File: src/sv/rmr_pkg.sv
package rmr_pkg;

	// Default operand width of the input fractions.
	localparam int OPERAND_WIDTH_DEF = 16;
	// Width of each result field.
	localparam int OUT_W = 32;
	// Working width for sign restoration of a quotient (covers twice the widest operand).
	localparam int WIDE_W = 64;

	// Controller states.
	typedef enum logic [3:0] {
		ST_IDLE,
		ST_MUL,
		ST_INIT,
		ST_GCD_TEST,
		ST_GCD_WAIT,
		ST_NUM_START,
		ST_NUM_WAIT,
		ST_DEN_START,
		ST_DEN_WAIT,
		ST_OUT
	} rmr_state_t;

	// Operand selection for the shared divider.
	typedef enum logic [1:0] {
		SEL_GCD,
		SEL_NUM,
		SEL_DEN
	} rmr_div_sel_t;

	// Commands from the controller to the datapath.
	typedef struct packed {
		logic         load_in;
		logic         mul_en;
		logic         init_gcd;
		logic         div_start;
		rmr_div_sel_t div_sel;
		logic         gcd_step;
		logic         num_save;
		logic         den_save;
		logic         out_load;
	} rmr_cmd_t;

	// Status from the datapath to the controller.
	typedef struct packed {
		logic x_zero;
		logic y_zero;
		logic div_done;
		logic out_free;
	} rmr_sts_t;

endpackage

File: src/sv/rmr_divider.sv
module rmr_divider #(
	parameter int DATA_W = 31
) (
	input  logic              clk,
	input  logic              arst_n,
	input  logic              start,
	input  logic [DATA_W-1:0] dividend,
	input  logic [DATA_W-1:0] divisor,
	output logic              done,
	output logic [DATA_W-1:0] quotient,
	output logic [DATA_W-1:0] remainder
);

	localparam int CNT_W = (DATA_W > 1) ? $clog2(DATA_W) : 1;

	logic              busy_q;
	logic              done_q;
	logic [CNT_W-1:0]  cnt_q;
	logic [DATA_W-1:0] rem_q;
	logic [DATA_W-1:0] quo_q;
	logic [DATA_W-1:0] div_q;
	logic [DATA_W:0]   shifted;
	logic [DATA_W:0]   diff;
	logic              fits;

	// One restoring step: shift in the next dividend bit and try to subtract.
	always_comb begin
		shifted = {rem_q, quo_q[DATA_W-1]};
		diff    = shifted - {1'b0, div_q};
		fits    = ~diff[DATA_W];
	end

	// Sequencing of the shift and subtract steps, one quotient bit per cycle.
	always_ff @(posedge clk or negedge arst_n) begin
		if (!arst_n) begin
			busy_q <= 1'b0;
			done_q <= 1'b0;
			cnt_q  <= '0;
		end else begin
			done_q <= 1'b0;
			if (start) begin
				busy_q <= 1'b1;
				cnt_q  <= '0;
			end else if (busy_q) begin
				if (cnt_q == CNT_W'(DATA_W - 1)) begin
					busy_q <= 1'b0;
					done_q <= 1'b1;
				end
				cnt_q <= cnt_q + 1'b1;
			end
		end
	end

	// Operand and partial remainder registers.
	always_ff @(posedge clk) begin
		if (start) begin
			rem_q <= '0;
			quo_q <= dividend;
			div_q <= divisor;
		end else if (busy_q) begin
			rem_q <= fits ? diff[DATA_W-1:0] : shifted[DATA_W-1:0];
			quo_q <= {quo_q[DATA_W-2:0], fits};
		end
	end

	assign done      = done_q;
	assign quotient  = quo_q;
	assign remainder = rem_q;

endmodule

File: src/sv/rmr_datapath.sv
module rmr_datapath #(
	parameter int OPERAND_WIDTH = rmr_pkg::OPERAND_WIDTH_DEF
) (
	input  logic                                    clk,
	input  logic                                    arst_n,
	input  rmr_pkg::rmr_cmd_t                       cmd,
	output rmr_pkg::rmr_sts_t                       sts,
	input  logic [((4*OPERAND_WIDTH+7)/8)*8-1:0]    in_data,
	input  logic                                    m_tready,
	output logic                                    m_tvalid,
	output logic [2*rmr_pkg::OUT_W-1:0]             m_tdata,
	output logic                                    m_tuser
);

	import rmr_pkg::*;

	localparam int W  = OPERAND_WIDTH;
	localparam int PW = 2 * OPERAND_WIDTH;
	localparam int MW = 2 * OPERAND_WIDTH - 1;

	logic signed [W-1:0]  na_q, da_q, nb_q, db_q;
	logic signed [PW-1:0] pn_q, pd_q;
	logic [MW-1:0]        x_q, y_q;
	logic [OUT_W-1:0]     qn_q, qd_q;
	logic                 m_tvalid_q;
	logic [2*OUT_W-1:0]   m_tdata_q;
	logic                 m_tuser_q;

	logic [PW-1:0]        neg_n, neg_d;
	logic [MW-1:0]        mag_n, mag_d;
	logic [MW-1:0]        div_dividend, div_divisor;
	logic                 div_done;
	logic [MW-1:0]        div_quo, div_rem;
	logic                 q_sign;
	logic [WIDE_W-1:0]    q_wide, q_neg;
	logic [OUT_W-1:0]     q_signed;
	logic                 err;

	// Magnitudes of the two products.
	always_comb begin
		neg_n = PW'(0) - pn_q;
		neg_d = PW'(0) - pd_q;
		mag_n = pn_q[PW-1] ? neg_n[MW-1:0] : pn_q[MW-1:0];
		mag_d = pd_q[PW-1] ? neg_d[MW-1:0] : pd_q[MW-1:0];
	end

	// Divider operand selection: a Euclid remainder or a reduction by the divisor.
	always_comb begin
		case (cmd.div_sel)
			SEL_GCD: begin
				div_dividend = x_q;
				div_divisor  = y_q;
			end
			SEL_NUM: begin
				div_dividend = mag_n;
				div_divisor  = x_q;
			end
			SEL_DEN: begin
				div_dividend = mag_d;
				div_divisor  = x_q;
			end
			default: begin
				div_dividend = x_q;
				div_divisor  = y_q;
			end
		endcase
	end

	rmr_divider #(
		.DATA_W (MW)
	) u_divider (
		.clk       (clk),
		.arst_n    (arst_n),
		.start     (cmd.div_start),
		.dividend  (div_dividend),
		.divisor   (div_divisor),
		.done      (div_done),
		.quotient  (div_quo),
		.remainder (div_rem)
	);

	// Restore the sign of a quotient and wrap it to the result width.
	always_comb begin
		q_sign   = cmd.num_save ? pn_q[PW-1] : pd_q[PW-1];
		q_wide   = {(WIDE_W-MW)'(0), div_quo};
		q_neg    = WIDE_W'(0) - q_wide;
		q_signed = q_sign ? q_neg[OUT_W-1:0] : q_wide[OUT_W-1:0];
		err      = (x_q == '0);
	end

	// Operand, product, Euclid and quotient registers.
	always_ff @(posedge clk) begin
		if (cmd.load_in) begin
			na_q <= in_data[W-1:0];
			da_q <= in_data[2*W-1:W];
			nb_q <= in_data[3*W-1:2*W];
			db_q <= in_data[4*W-1:3*W];
		end
		if (cmd.mul_en) begin
			pn_q <= PW'(na_q) * PW'(nb_q);
			pd_q <= PW'(da_q) * PW'(db_q);
		end
		if (cmd.init_gcd) begin
			x_q <= mag_n;
			y_q <= mag_d;
		end else if (cmd.gcd_step) begin
			x_q <= y_q;
			y_q <= div_rem;
		end
		if (cmd.num_save) begin
			qn_q <= q_signed;
		end
		if (cmd.den_save) begin
			qd_q <= q_signed;
		end
		if (cmd.out_load) begin
			m_tdata_q <= err ? '0 : {qd_q, qn_q};
			m_tuser_q <= err;
		end
	end

	// Output register valid flag.
	always_ff @(posedge clk or negedge arst_n) begin
		if (!arst_n) begin
			m_tvalid_q <= 1'b0;
		end else if (cmd.out_load) begin
			m_tvalid_q <= 1'b1;
		end else if (m_tready) begin
			m_tvalid_q <= 1'b0;
		end
	end

	assign sts.x_zero   = (x_q == '0);
	assign sts.y_zero   = (y_q == '0);
	assign sts.div_done = div_done;
	assign sts.out_free = ~m_tvalid_q | m_tready;

	assign m_tvalid = m_tvalid_q;
	assign m_tdata  = m_tdata_q;
	assign m_tuser  = m_tuser_q;

	// An error result carries zero numerator and denominator.
	a_err_zero: assert property (@(posedge clk) disable iff (!arst_n)
		(m_tvalid && m_tuser) |-> (m_tdata == '0))
		else $error("error result with nonzero data");

	// A zero denominator without error reduces the numerator to plus or minus one.
	a_zero_den: assert property (@(posedge clk) disable iff (!arst_n)
		(m_tvalid && !m_tuser && (m_tdata[2*OUT_W-1:OUT_W] == '0)) |->
		((m_tdata[OUT_W-1:0] == OUT_W'(1)) || (m_tdata[OUT_W-1:0] == '1)))
		else $error("zero denominator with unreduced numerator");

	// The output register is never overwritten while a result waits.
	a_no_overwrite: assert property (@(posedge clk) disable iff (!arst_n)
		cmd.out_load |-> sts.out_free)
		else $error("output register loaded while occupied");

endmodule

File: src/sv/rmr_ctrl.sv
module rmr_ctrl (
	input  logic              clk,
	input  logic              arst_n,
	input  logic              s_tvalid,
	output logic              s_tready,
	input  rmr_pkg::rmr_sts_t sts,
	output rmr_pkg::rmr_cmd_t cmd
);

	import rmr_pkg::*;

	rmr_state_t state_q, state_d;

	// State register.
	always_ff @(posedge clk or negedge arst_n) begin
		if (!arst_n) begin
			state_q <= ST_IDLE;
		end else begin
			state_q <= state_d;
		end
	end

	// Next state and datapath commands.
	always_comb begin
		state_d  = state_q;
		cmd      = '0;
		s_tready = 1'b0;
		case (state_q)
			ST_IDLE: begin
				s_tready = 1'b1;
				if (s_tvalid) begin
					cmd.load_in = 1'b1;
					state_d     = ST_MUL;
				end
			end
			ST_MUL: begin
				cmd.mul_en = 1'b1;
				state_d    = ST_INIT;
			end
			ST_INIT: begin
				cmd.init_gcd = 1'b1;
				state_d      = ST_GCD_TEST;
			end
			ST_GCD_TEST: begin
				if (!sts.y_zero) begin
					cmd.div_start = 1'b1;
					cmd.div_sel   = SEL_GCD;
					state_d       = ST_GCD_WAIT;
				end else if (sts.x_zero) begin
					state_d = ST_OUT;
				end else begin
					state_d = ST_NUM_START;
				end
			end
			ST_GCD_WAIT: begin
				cmd.div_sel = SEL_GCD;
				if (sts.div_done) begin
					cmd.gcd_step = 1'b1;
					state_d      = ST_GCD_TEST;
				end
			end
			ST_NUM_START: begin
				cmd.div_start = 1'b1;
				cmd.div_sel   = SEL_NUM;
				state_d       = ST_NUM_WAIT;
			end
			ST_NUM_WAIT: begin
				cmd.div_sel = SEL_NUM;
				if (sts.div_done) begin
					cmd.num_save = 1'b1;
					state_d      = ST_DEN_START;
				end
			end
			ST_DEN_START: begin
				cmd.div_start = 1'b1;
				cmd.div_sel   = SEL_DEN;
				state_d       = ST_DEN_WAIT;
			end
			ST_DEN_WAIT: begin
				cmd.div_sel = SEL_DEN;
				if (sts.div_done) begin
					cmd.den_save = 1'b1;
					state_d      = ST_OUT;
				end
			end
			ST_OUT: begin
				if (sts.out_free) begin
					cmd.out_load = 1'b1;
					state_d      = ST_IDLE;
				end
			end
			default: begin
				state_d = ST_IDLE;
			end
		endcase
	end

endmodule

File: src/sv/rational_multiply_reduce.sv
// Multiplies two signed fractions a/b and c/d and reduces the product by the
// greatest common divisor of its numerator and denominator products.
// Input channel s_*: one transaction carries num_a, den_a, num_b, den_b.
// Output channel m_*: one transaction per input with num_out, den_out and the
// zero_div_error flag (set, with 0/0, when both products are zero).
// Signs are not normalized; a zero denominator product gives +1/0 or -1/0.
// From acceptance, an item passes through the product multiply, the Euclid
// remainder steps, the numerator and denominator reductions and the output
// register. All divisions run on one shared restoring divider that produces
// one quotient bit per cycle, so it sets the throughput: one item at a time.
// The next item is accepted as soon as the previous result sits in the output
// register, even if the receiver has not taken it yet; a stalled receiver
// then holds the block before its final output stage.
// Reset clears the controller and the output valid flag; no item is lost or
// repeated across a stall.
module rational_multiply_reduce #(
	parameter int OPERAND_WIDTH = rmr_pkg::OPERAND_WIDTH_DEF
) (
	input  logic                                 clk,
	input  logic                                 arst_n,
	input  logic                                 s_tvalid,
	output logic                                 s_tready,
	// num_a, den_a, num_b, den_b from the lowest bits up, zero padded to bytes
	input  logic [((4*OPERAND_WIDTH+7)/8)*8-1:0] s_tdata,
	output logic                                 m_tvalid,
	input  logic                                 m_tready,
	// num_out, den_out from the lowest bits up
	output logic [2*rmr_pkg::OUT_W-1:0]          m_tdata,
	// zero_div_error
	output logic                                 m_tuser
);

	import rmr_pkg::*;

	rmr_cmd_t cmd;
	rmr_sts_t sts;

	rmr_ctrl u_ctrl (
		.clk      (clk),
		.arst_n   (arst_n),
		.s_tvalid (s_tvalid),
		.s_tready (s_tready),
		.sts      (sts),
		.cmd      (cmd)
	);

	rmr_datapath #(
		.OPERAND_WIDTH (OPERAND_WIDTH)
	) u_datapath (
		.clk      (clk),
		.arst_n   (arst_n),
		.cmd      (cmd),
		.sts      (sts),
		.in_data  (s_tdata),
		.m_tready (m_tready),
		.m_tvalid (m_tvalid),
		.m_tdata  (m_tdata),
		.m_tuser  (m_tuser)
	);

endmodule
File: config.mk
export PLATFORM = sky130hd
export DESIGN_NAME = rational_multiply_reduce
export DESIGN_NICKNAME = d
export VERILOG_FILES = /design/src/sv/rmr_pkg.sv /design/src/sv/rmr_divider.sv /design/src/sv/rmr_datapath.sv /design/src/sv/rmr_ctrl.sv /design/src/sv/rational_multiply_reduce.sv
export SDC_FILE = /design/constraint.sdc
export NUM_CORES = 2
export LEC_CHECK = 0
export ABC_AREA = 1
export BUFFER_PORTS_ARGS = -buffer_cell sky130_fd_sc_hd__buf_2
export CORE_MARGIN = 3
export CORE_UTILIZATION = 25
export CTS_BUF_LIST = sky130_fd_sc_hd__clkbuf_16
export DETAILED_ROUTE_END_ITERATION = 8
export HOLD_SLACK_MARGIN = 0.02
export PLACE_DENSITY = 0.49
export SLEW_MARGIN = 25
export SYNTH_ARGS = -nofsm -noshare
export SYNTH_HDL_FRONTEND = slang
export SYNTH_HIERARCHICAL = 1
export SYNTH_SLANG_ARGS = --single-unit
File: constraint.sdc
create_clock -name clk -period 17.35 [get_ports clk]
set_input_delay 1.735 -clock clk [delete_from_list [all_inputs] [get_ports clk]]
set_output_delay 1.735 -clock clk [all_outputs]
set_load 0.05 [all_outputs]
Word level (Yosys, flattened, before mapping)
Cells that the tools add are included.
{"block": "classes", "mul": 2, "eq_ne": 17, "n_bitwise": 3, "add_sub_neg": 5, "reduce_logical": 11, "muxes": 45}
{"operator": "$mux 31", "count": 10}
{"operator": "$mul 16x16->32", "count": 2}
{"operator": "$logic_not 31->1", "count": 2}
{"operator": "$pmux 31 s2", "count": 1}
{"operator": "$sub 1x31->31 const A", "count": 2}
{"operator": "$pmux 4 s10", "count": 1}
{"operator": "$mux 32", "count": 1}
{"operator": "$sub 1x31->32 const A", "count": 1}
{"operator": "$sub 32x31->32", "count": 1}
{"operator": "$mux 4", "count": 7}
{"operator": "$mux 1", "count": 20}
{"operator": "$eq 4x3->1 const B", "count": 4}
{"operator": "$mux 5", "count": 2}
{"operator": "$eq 4x2->1 const B", "count": 2}
{"operator": "$eq 4x4->1 const B", "count": 2}
{"operator": "$reduce_or 2->1", "count": 4}
{"operator": "$ne 2x1->1 const B", "count": 3}
{"operator": "$pmux 2 s3", "count": 1}
{"operator": "$reduce_bool 2->1", "count": 3}
{"operator": "$add 5x1->5 const B", "count": 1}
{"operator": "$eq 5x5->1 const B", "count": 1}
{"operator": "$reduce_and 5->1", "count": 1}
{"operator": "$eq 4x1->1 const B", "count": 1}
{"operator": "$logic_not 4->1", "count": 1}
{"operator": "other kinds (7)", "count": 9}
{"block": "totals", "regBits": 424, "word_cells": 103, "inputBits": 68, "out_inout_bits": 67}

Logic depth before layout (Yosys ltp)
{"block": "logic_depth", "word_depth": 6, "depth_mapped": 26, "depth_no_buf": 24}

Modules after synthesis
Netlist, hierarchy kept.
{"mod": "rmr_datapath", "n_inst": 1, "area_each_um2": 35853.1, "seq_area_each_um2": 9604.2, "cells_each": 4238}
{"mod": "rmr_divider", "n_inst": 1, "area_each_um2": 6627.6, "seq_area_each_um2": 2657.5, "cells_each": 983}
{"mod": "rmr_ctrl", "n_inst": 1, "area_each_um2": 377.9, "seq_area_each_um2": 100.1, "cells_each": 70}

Worst setup path after synthesis
OpenSTA, ideal clock, no wires.
{"block": "synth_path", "path_kind": "input -> register", "from": "input s_tvalid", "to": "register u_datapath.da_q[0] (enable)", "arrival_time_ns": 6.138, "cell_stages": 2, "setup_slack_ns": 10.647, "setup_ns": 0.565, "t_required_ns": 16.785, "n_path_buf": 0, "cell_sequence": "inv_1 -> nor3_1"}
{"element": "from (decl)", "line": "rational_multiply_reduce.sv:21", "source": "input logic s_tvalid,"}
{"element": "to (signal assigned)", "line": "rmr_datapath.sv:95", "source": "da_q <= in_data[2*W-1:W];"}
{"element": "to (decl)", "line": "rmr_datapath.sv:21", "source": "logic signed [W-1:0] na_q, da_q, nb_q, db_q;"}

Worst setup path in the final report
{"block": "layout_path", "from": "register u_datapath.nb_q[1]", "to": "register u_datapath.pn_q[26] (data pin)"}
{"block": "layout_between", "elab_chain_len": 1}
{"element": "from (decl)", "line": "rmr_datapath.sv:21"}
{"element": "from (signal assigned)", "line": "rmr_datapath.sv:96", "source": "nb_q <= in_data[3*W-1:2*W];"}
{"element": "$mul 16x16->32", "line": "rmr_datapath.sv:100", "source": "pn_q <= PW'(na_q) * PW'(nb_q);"}
{"element": "to (signal assigned)", "line": "rmr_datapath.sv:100"}
{"element": "to (decl)", "line": "rmr_datapath.sv:22", "source": "logic signed [PW-1:0] pn_q, pd_q;"}
Every way passes these cells.
A chain may end at the register's enable or synchronous reset.

==> flow_summary.toml <==
[worst_setup_path]
required_ns = 17.74
crit_top_cell = "fa_1"
worstReg2RegStart = "u_datapath/nb_q[1]"
cpPeakStageDelay_ns = 0.86
crit_chain = "nand2_1, inv_1, fa_1, fa_1, inv_1, fa_1, fa_1, inv_1, fa_1, inv_1, fa_1, inv_1, ha_1, a21oi_1, nor2_1, nor2_1, a21boi_0, nand3_1, nand2_1, nand2_1"
crit_type = "flip-flop to flip-flop"
start_kind = "flip-flop"
critPathLaunch = "u_datapath/nb_q[1]"
cp_max_fo = 16
critPathArrivalTime_ns = 6.70
cp-end-kind = "flip-flop"
cp_slowest_cell = "fa_1"

[cts]
cts_buffer_depth = 3
clkSinkCount = 424
cts_tree = "done"
htreeDepth = 2
holdBufCountCts = 0
path_clk_slew_ns = 0.06
root_buffer = "clkbuf_16"
post_cts_buffers = 0
cts_buffers = 53
insertion_delay_ns = 0.69
ctsResizeCount = 0

[place]
post-dp-hpwl_um = 95900
gp_congestion = 0.884
portBuffers = 134
postPlaceCellArea_mm2 = 0.0457

[yosys]
synthesis.nets = 6086
yosysTopAreaCell = "edfxtp_1"
synth-async-reset-ratio_pct = 2.83
synth-main-ff-cell = "edfxtp_1"
seq_area_frac_synth_pct = 28.8
synth_edf_count = 381
syn_inst = 5291
synth_area_leaders = "edfxtp_1 27%, fa_1 25%, nand2_1 14%"
post_synth.cell_area_avg_um2 = 8.10
syn-cell-area_mm2 = 0.0429
ys_seq_elements = 424
yosys.cell_types.count = 50
ys_warn_count = 6
synth_top_cell_area_share_pct = 26.7

[route]
finalWirelength_um = 119000
wire_per_inst_um = 15.7
first_pass_iters = 6
drt_iter0_drc = 2071
viasPerCell = 4.27
drc = 0
antenna_left = 0
vias = 32400

[global_route]
grt_pass1_vias = 34300
grt_pass1_wl_um = 192000
grt_use_total_pct = 13.8
grt_max_degree = 80
grt_overflow = 0
antenna_found_initial = 3

[timing]
fmax_ghz = 0.158
finalSetupTns_ns = 0
layout_worst_path_cycle_share_pct = 36.4
slew_viol_final = 0
setup_viol = 0
fin_hold_ws_ns = 0.466
finalHoldViolCount = 0
worst_slew_pin_slew_ns = 0.980
slew_headroom_pct = 34.2
final_period_minus_worst_setup_slack_ns = 6.32
clock_skew_ns = 0.0684
grt_setup_unrepaired = "no"

[status]
run_status = "finished clean"

[floorplan]
std_cell_rows = 151
fp.dieH_um = 420
dieArea_mm2 = 0.176
ios = 135
start_util_pct = 25.2
coreArea_mm2 = 0.170
die_w_um = 420

[final_layout]
design_area_mm2 = 0.0475
fill_cells = 18400
nets = 6110
mostFrequentLayoutCell = "nand2_1"
drive_gt1_share_pct = 5.37
area_growth_pct = 10.8
mostFrequentLayoutCells = "1,583 x nand2_1, 1,255 x inv_1, 525 x fa_1"

[min_path]
hold_class = "flip-flop to flip-flop"
hp-start = "u_datapath/u_divider/cnt_q[4]"

[run]
maxCapViolations = 0
==> critical path, delay by kind of cell (launching register included) <==
kind            cells  cell delay (ns)
flops               1             0.64
buf+inv             5             0.37
fa+ha+maj           7             3.83
simple gates        6             0.66
compound gates      2             0.52
==> synthesized netlist by cell type (11+ instances only) <==
| cell type | n |
|---|---|
| edfxtp_1 | 381 |
| a21oi_1 | 107 |
| buf_6 | 11 |
| dfxtp_1 | 31 |
| nor4_1 | 17 |
| nor3_1 | 33 |
| xnor2_1 | 58 |
| ha_1 | 202 |
| fa_1 | 525 |
| nand4_1 | 45 |
| o21ai_0 | 115 |
| or2_2 | 11 |
| nor2_1 | 348 |
| dfrtp_1 | 12 |
| nand3_1 | 204 |
| nand2_1 | 1583 |
| xor2_1 | 85 |
| nand2_2 | 11 |
| clkbuf_1 | 149 |
| inv_1 | 1245 |
==> path summary, 6_finish.rpt <==
path / endpoint / slack, ns / cells past startpoint
worst max-delay path: u_datapath/pn_q[26] / 11.03 / 20
worst min-delay path: u_datapath/u_divider/cnt_q[4] / 0.47 / 1
worst max register to register: u_datapath/pn_q[26] / 11.03 / 20
worst min register to register: u_datapath/u_divider/cnt_q[4] / 0.47 / 1
max in group asynchronous: u_ctrl/state_q[3] / 16.08 / 1
min in group asynchronous: u_datapath/u_divider/cnt_q[0] / 0.96 / 1
==> logic make-up after synthesis <==
family,share of synthesized area (%)
simple gates,21.5
buf+inv,12.9
fa+ha+maj,30.4
flops,28.8
compound gates,3.46
xor+xnor,2.92
==> registers in the layout, summed over array words and instances, names as in the netlist, 4 cells and up <==
name,cells
u_datapath/m_tdata,64
u_datapath/u_divider/quotient,31
u_datapath/pd_q,32
u_datapath/x_q,31
u_datapath/pn_q,32
u_datapath/nb_q,16
u_datapath/db_q,16
u_datapath/da_q,16
u_datapath/qn_q,32
u_datapath/na_q,16
u_datapath/y_q,31
u_ctrl/state_q,4
u_datapath/qd_q,32
u_datapath/u_divider/cnt_q,5
u_datapath/u_divider/div_q,31
u_datapath/u_divider/remainder,31
==> per-layer routing <==
metal / vias up / track usage, % / routed length [um]
li1: 15900 / - / -
met1: 15800 / 18.7 / 55400
met2: 590 / 23.3 / 56600
met3: 128 / 1.59 / 4690
met4: 2 / 3.44 / 2640
met5: - / 0 / 7
==> cell type report <==
type / instances / area [um^2] / area share, %
Timing Repair Buffer: 154 / 841 / 1.77
Clock buffer: 55 / 1380 / 2.90
Sequential cell: 424 / 12400 / 26.0
Clock inverter: 45 / 390 / 0.822
Inverter: 1252 / 4700 / 9.90
Tap cell: 2218 / 2780 / 5.84
Multi-Input combinational cell: 3430 / 25000 / 52.7
Antenna cell: 2 / 5.00 / 0.0105
==> metrics by stage <==
stage          std cells  util, %  setup WS, ns
3_3_place_gp        7477     26.9         11.00
5_1_grt             7578     28.0         10.56
4_1_cts             7578     28.0         10.94
3_5_place_dp        7478     26.9         11.00
6_report            7580     28.0         11.03
2_1_floorplan       5291        -         10.65
Power is not shown: default switching activity piles up to over one toggle a cycle in this logic, so the estimate is an artifact.
